`config.mk`:
```
export PLATFORM = sky130hd
export DESIGN_NAME = sst_controller
export DESIGN_NICKNAME = d
export VERILOG_FILES = /design/src/rtl/sst_pkg.sv /design/src/rtl/sst_controller.sv
export SDC_FILE = /design/constraint.sdc
export NUM_CORES = 1
export LEC_CHECK = 0
export BUFFER_PORTS_ARGS = -buffer_cell sky130_fd_sc_hd__buf_2
export CAP_MARGIN = 20
export CORE_AREA = 2 2 39 41
export DETAILED_ROUTE_END_ITERATION = 8
export DIE_AREA = 0 0 41 43
export PLACE_DENSITY = 0.55
export SLEW_MARGIN = 20
export SYNTH_ARGS = -nofsm -noshare
export SYNTH_HDL_FRONTEND = slang
export SYNTH_SLANG_ARGS = --single-unit
```
`constraint.sdc`:
```
create_clock -name clk -period 2.38 [get_ports clk]
set_input_delay 0.119 -clock clk [delete_from_list [all_inputs] [get_ports clk]]
set_output_delay 0.119 -clock clk [all_outputs]
set_load 0.01 [all_outputs]
```
`src/rtl/sst_pkg.sv`:
```
// ----------------------------------------------------------------------------
// sst_pkg: shared types and constants of the sorted slot table search
// Field widths, request and status codes, controller states and the
// command/status bundles between controller and datapath.
// ----------------------------------------------------------------------------
package sst_pkg;

  localparam int SLOT_COUNT_DEF = 4096;

  localparam int REQ_W      = 2;
  localparam int KEY_W      = 32;
  localparam int ADDR_W     = 32;
  localparam int SECT_W     = 16;
  localparam int FLAG_W     = 16;
  localparam int STATUS_W   = 3;
  localparam int SLOT_IDX_W = 12;

  // request codes; the fourth code is ignored
  typedef enum logic [REQ_W-1:0] {
    REQ_CREATE = 2'd0,
    REQ_LOOKUP = 2'd1,
    REQ_CLEAR  = 2'd2
  } sst_req_t;

  typedef enum logic [STATUS_W-1:0] {
    ST_CREATED   = 3'd0,
    ST_FOUND     = 3'd1,
    ST_NOT_FOUND = 3'd2,
    ST_FULL      = 3'd3,
    ST_CLEARED   = 3'd4
  } sst_status_t;

  // source of the result payload
  typedef enum logic [1:0] {
    RES_ZERO,
    RES_INPUT,
    RES_MEM
  } sst_res_sel_t;

  typedef enum logic [1:0] {
    S_IDLE,
    S_EXEC,
    S_LAST,
    S_PROBE
  } sst_state_t;

  // one table slot
  typedef struct packed {
    logic [KEY_W-1:0]         key;
    logic [ADDR_W-1:0]        old_addr;
    logic [ADDR_W-1:0]        new_addr;
    logic [ADDR_W-1:0]        out_idx;
    logic signed [SECT_W-1:0] section;
    logic [FLAG_W-1:0]        flags;
  } sst_entry_t;

  // controller -> datapath
  typedef struct packed {
    logic         req_load;
    logic         write_en;
    logic         clear;
    logic         rd_en;
    logic         rd_last;
    logic         search_start;
    logic         res_load;
    sst_res_sel_t res_sel;
    sst_status_t  res_status;
  } sst_cmd_t;

  // datapath -> controller
  typedef struct packed {
    logic [REQ_W-1:0] req_type;
    logic             full;
    logic             fill_zero;
    logic             last_hit;
    logic             key_match;
    logic             range_empty;
  } sst_sts_t;

endpackage

```
`src/rtl/sst_controller.sv`:
```
// ----------------------------------------------------------------------------
// sst_controller: request sequencer of the slot table
// Accepts a request, steps the datapath through create, clear, last-key
// check or binary search, and owns the valid flag of the result register.
// ----------------------------------------------------------------------------
module sst_controller (
  input  logic              clk,
  input  logic              rst,
  input  logic              in_valid,
  output logic              in_ready,
  output logic              out_valid,
  input  logic              out_ready,
  input  sst_pkg::sst_sts_t sts,
  output sst_pkg::sst_cmd_t cmd
);
  import sst_pkg::*;

  sst_state_t state;
  sst_state_t state_next;
  logic       out_free;

  // result register can take a new result this cycle
  assign out_free = !out_valid || out_ready;
  assign in_ready = state == S_IDLE;

  always_ff @(posedge clk) begin
    if (rst) begin
      state <= S_IDLE;
    end else begin
      state <= state_next;
    end
  end

  // next state
  always_comb begin
    state_next = state;
    unique case (state)
      S_IDLE: begin
        if (in_valid) state_next = S_EXEC;
      end
      S_EXEC: begin
        if (out_free) begin
          if (sts.req_type == REQ_LOOKUP && sts.last_hit) begin
            state_next = S_LAST;
          end else if (sts.req_type == REQ_LOOKUP && !sts.fill_zero) begin
            state_next = S_PROBE;
          end else begin
            state_next = S_IDLE;
          end
        end
      end
      S_LAST: state_next = S_IDLE;
      S_PROBE: begin
        if (sts.key_match || sts.range_empty) state_next = S_IDLE;
      end
      default: state_next = S_IDLE;
    endcase
  end

  // commands
  always_comb begin
    cmd          = '0;
    cmd.req_load = in_valid && in_ready;
    unique case (state)
      S_IDLE: ;
      S_EXEC: begin
        if (out_free) begin
          case (sts.req_type)
            REQ_CREATE: begin
              cmd.res_load = 1'b1;
              if (sts.full) begin
                cmd.res_sel    = RES_ZERO;
                cmd.res_status = ST_FULL;
              end else begin
                cmd.write_en   = 1'b1;
                cmd.res_sel    = RES_INPUT;
                cmd.res_status = ST_CREATED;
              end
            end
            REQ_LOOKUP: begin
              if (sts.last_hit) begin
                cmd.rd_en   = 1'b1;
                cmd.rd_last = 1'b1;
              end else if (sts.fill_zero) begin
                cmd.res_load   = 1'b1;
                cmd.res_sel    = RES_ZERO;
                cmd.res_status = ST_NOT_FOUND;
              end else begin
                cmd.rd_en        = 1'b1;
                cmd.search_start = 1'b1;
              end
            end
            REQ_CLEAR: begin
              cmd.clear      = 1'b1;
              cmd.res_load   = 1'b1;
              cmd.res_sel    = RES_ZERO;
              cmd.res_status = ST_CLEARED;
            end
            default: ;
          endcase
        end
      end
      S_LAST: begin
        cmd.res_load   = 1'b1;
        cmd.res_sel    = RES_MEM;
        cmd.res_status = ST_FOUND;
      end
      S_PROBE: begin
        if (sts.key_match) begin
          cmd.res_load   = 1'b1;
          cmd.res_sel    = RES_MEM;
          cmd.res_status = ST_FOUND;
        end else if (sts.range_empty) begin
          cmd.res_load   = 1'b1;
          cmd.res_sel    = RES_ZERO;
          cmd.res_status = ST_NOT_FOUND;
        end else begin
          cmd.rd_en = 1'b1;
        end
      end
      default: ;
    endcase
  end

  // result valid flag
  always_ff @(posedge clk) begin
    if (rst) begin
      out_valid <= 1'b0;
    end else if (cmd.res_load) begin
      out_valid <= 1'b1;
    end else if (out_ready) begin
      out_valid <= 1'b0;
    end
  end

`ifndef SYNTHESIS
  // a result never overwrites one that is still waiting
  a_no_overwrite: assert property (@(posedge clk) disable iff (rst)
    cmd.res_load |-> out_free)
    else $error("result loaded over a pending result");

  // an accepted request enters the execute state in the next cycle
  a_accept_exec: assert property (@(posedge clk) disable iff (rst)
    (in_valid && in_ready) |=> state == S_EXEC)
    else $error("accepted request not executed");

  // slots are written only from execute and never into a full table
  a_write_ok: assert property (@(posedge clk) disable iff (rst)
    cmd.write_en |-> (state == S_EXEC && !sts.full && cmd.res_load))
    else $error("slot write outside a valid create");
`endif

endmodule

```
* Word-level counts from Yosys, hierarchy flattened
Cells that the tools add are included.
** Cells by class
- Equal/unequal tests :: 8
- Divide/modulo/power cells :: 0
- Reduce and logical (&&, ||, !) cells :: 11
- Bitwise logic cells :: 0
- Magnitude comparators :: 0
- Multiply operators :: 0
- Multiplexer cells :: 28
- Shift operators :: 0
- Add/sub/neg operators :: 0
** Operator list (number)
- $pmux 6 s3 :: 2
- $mux 6 :: 3
- $mux 2 :: 7
- $mux 11 :: 1
- $mux 1 :: 10
- $pmux 2 s4 :: 1
- $mux 7 :: 1
- $eq 2x2->1 const B :: 3
- $ne 2x2->1 const B :: 3
- $eq 2x1->1 const B :: 2
- $logic_not 2->1 :: 2
- $mux 4 :: 1
- $logic_and 1x1->1 :: 3
- $mux 3 :: 1
- $reduce_and 3->1 :: 1
- $logic_not 1->1 :: 2
- $logic_or 1x1->1 :: 2
- $pmux 1 s2 :: 1
- $reduce_bool 2->1 :: 1
** Word-level totals
- Latch bits :: 0
- Memories kept :: 0
- ROM bits :: 0
- Output and inout port bits :: 14
- Register bits after elaboration :: 3
- Bits in writable memories :: 0

* Depth between registers and ports, before layout
- Depth in word-level cells :: 6
- Depth in mapped cells :: 4
- Depth with buffers taken out :: 3

* Least setup slack after synthesis
No wires, ideal clock.
- Path kind :: register to output
- Start :: register state[1]
- End :: output port cmd[0] (netlist name)
- Path slack :: 1.119 ns
- Data arrival time :: 1.142 ns
- Stages on the path, launching flop included :: 4
- Cell sequence :: dfxtp_1 and2b_1 nand2_2 o41ai_1
** RTL lines
- start: declaration :: RTL line sst_controller.sv:18 : sst_state_t state;
- start signal: assignment :: RTL line sst_controller.sv:30 : state <= state_next;
- end: declaration :: RTL line sst_controller.sv:14 : output sst_pkg::sst_cmd_t cmd

==> results_dict.tcl <==
set metrics [dict create \
    cts_setup_buffers 0 \
    globalRouteTotalUtil_pct 10.3 \
    ir_worst_vdd_v 0.000151 \
    io-pin-count 25 \
    ant_nets 0 \
    viasPerCell 4.67 \
    hold_viol 0 \
    clock_skew_ns 0.00131 \
    drive_gt1_share_pct 42.3 \
    ys_ff_latch 3 \
    synth_compound_area_share_pct 22.1 \
    synth_fa_ha_area_share_pct 0 \
    n_antenna_cell 0 \
    maxSlewHeadroom_pct 81.7 \
    grt_max_degree 10 \
    synth_nets 55 \
    worst_pin_slew_ns 0.271 \
    netlist_area_um2 305 \
    hold_depth 2 \
    busiest_layer "met2" \
    crit_required_ns 2.26 \
    drt_first_pass_iters 3 \
    finalSetupViolCount 0 \
    clk_pin_slew_ns 0.04 \
    rsz0062_at_grt "false" \
    cts_hold_buf 0 \
    synthDistinctLibCells 26 \
    wl_per_cell_um 10.0 \
    cts_tree "done" \
    grt_pass1_vias 363 \
    outcome "completed" \
    maxCapViolations 0 \
    antenna_found_initial 0 \
    drc 0 \
    yosysTopAreaCellShare_pct 19.7 \
    grt_util_met3_pct 1.57 \
    maxSlewViolCount 0 \
    use_met2_pct 17.8 \
    tns_ns 0 \
    clockBufferDepth 2 \
    n_fill_cell 155 \
    critPathMaxFanout 8 \
    initial_utilization_pct 22.1 \
    muxShareOfSynthArea_pct 3.69 \
    crit_type "reg -> out" \
    dieArea_um2 1760 \
    synth_top_cell_by_area "dfxtp_1" \
    num_vias 406 \
    end_kind "output port" \
    seq_area_frac_synth_pct 19.7 \
    cts-root-buf "clkbuf_4" \
    power.density_nw_per_um2 448 \
    power_mw 0.209 \
    period_minus_slack_ns 1.58 \
    cts_max_level 1 \
    fin_nets 83 \
    synth_cells 44 \
    ys_top_cells_by_area "dfxtp_1, nor2_1, nand2b_1, nand2_1, nor3b_1" \
    synth_top_family_by_area "simple AND/OR/NAND/NOR gates" \
    cp-start-kind "flop" \
    worstSkewPairLatency_ns 0.23 \
    finalCritPeriodShare_pct 66.5 \
    die_h_um 43 \
    place_hpwl_um 693 \
    core.rowCount 14 \
    cts_made_buffers 3 \
    ys_warn_count 0 \
    cts.sink_count 3 \
    syn_avg_cell_area_um2 6.94 \
    io_buffers 24 \
    cts_resized 0 \
    yosys.area_share.xor_xnor_pct 0 \
    hold_class "in -> reg" \
    fmax_ghz 0.632 \
    syn_to_final_growth_pct 52.9 \
    grt_pass1_wl_um 1280 \
    cp.arrival_ns 1.46 \
    core_area_um2 1380 \
    drt_iter0_drc 3 \
    grt-ovfl-total 0 \
    totalWireLength_um 872 \
    r2r.worst_path.cells 2 \
    use_met1_pct 10.9 \
    die_x_um 41 \
    yosys.area_share.simple_pct 49.2 \
    leakage_nw 0.246 \
    place_congestion 0.651 \
    utilization_pct 33.7 \
]
logic make-up (layout without fill, tap and decap cells):
logic type | Yosys count | in the layout
buffers and inverters | 4 | 31
DFF | 3 | 3
and+or+nand+nor | 27 | 27
AOI/OAI and AO/OA | 9 | 9
muxes | 1 | 1
worst max-delay path: stages (launching register included):
cell       delay, ns
dfxtp_1         0.44
nand4bb_1       0.24
and3_1          0.23
a22o_1          0.19
buf_2           0.13
area by class of cell:
type,count,area [um^2],area share (%)
clock buffers,4,26.3,5.63
multi-input cells,37,229,49.1
inverters,3,11.3,2.41
repair buffers,24,120,25.7
well taps,16,20.0,4.29
flip-flops and latches,3,60.1,12.9
flip-flops by register name, indices dropped and copies added (netlist names):
signal and flops:
state 2, out_valid 1
per-layer routing:
metal	wire, um	vias up
met4	0	0
met3	53	0
li1	-	215
met2	445	13
met1	373	178
met5	0	-
final timing paths:
kind / end / slack (ns) / from
max: cmd[5] / 0.80 / state[1]$_SDFFE_PP0P_
max reg2reg: state[0]$_SDFFE_PP0P_ / 1.33 / state[1]$_SDFFE_PP0P_
min reg2reg: state[0]$_SDFFE_PP0P_ / 0.65 / out_valid$_SDFFE_PP0P_
min: state[1]$_SDFFE_PP0P_ / 0.1 / rst
cell usage after synthesis:
| cell type | n |
|---|---|
| nand2_1 | 4 |
| a311oi_1 | 1 |
| buf_2 | 1 |
| nand2_2 | 1 |
| and2b_1 | 1 |
| o32ai_1 | 1 |
| a31o_2 | 1 |
| mux2_2 | 1 |
| nor2b_1 | 2 |
| a21oi_1 | 1 |
| and3_1 | 1 |
| o41ai_1 | 1 |
| nand2b_1 | 3 |
| o22a_1 | 1 |
| a22o_1 | 1 |
| inv_1 | 3 |
| dfxtp_1 | 3 |
| and2_1 | 1 |
| nand3_1 | 1 |
| nor3b_1 | 2 |
| nor4_1 | 2 |
| nor2_1 | 6 |
| nand4_1 | 1 |
| o21ai_0 | 2 |
| nand4bb_1 | 1 |
| nor3_1 | 1 |
metrics by stage:
stage	setup slack, ns	instances	hold slack [ns]	cell area, um^2
2_1_floorplan	1.12	44	0.188	305
3_3_place_gp	1.07	83	0.340	440
3_5_place_dp	1.03	83	0.339	440
4_1_cts	0.783	87	0.0912	467
5_1_grt	0.698	87	0.104	467
6_report	0.797	87	0.0961	467
where the power goes:
part / switching (mW) / internal [mW]
Combinational: 0.0340 / 0.0292
Clock: 0.0254 / 0.0628
Sequential: 0.00361 / 0.0540
Total: 0.0630 / 0.146
cells in the final DEF (no fill, tap or decap):
cell type  synthesis  final
a21oi_1            1      1
a22o_1             1      1
a311oi_1           1      1
a31o_2             1      1
and2_1             1      1
and2b_1            1      1
and3_1             1      1
buf_2              1     24
clkbuf_1           0      1
clkbuf_4           0      3
dfxtp_1            3      3
inv_1              3      3
mux2_2             1      1
nand2_1            4      4
nand2_2            1      1
nand2b_1           3      3
nand3_1            1      1
nand4_1            1      1
nand4bb_1          1      1
nor2_1             6      6
nor2b_1            2      2
nor3_1             1      1
nor3b_1            2      2
nor4_1             2      2
o21ai_0            2      2
o22a_1             1      1
o32ai_1            1      1
o41ai_1            1      1
Power figures use the tool's default switching activity.
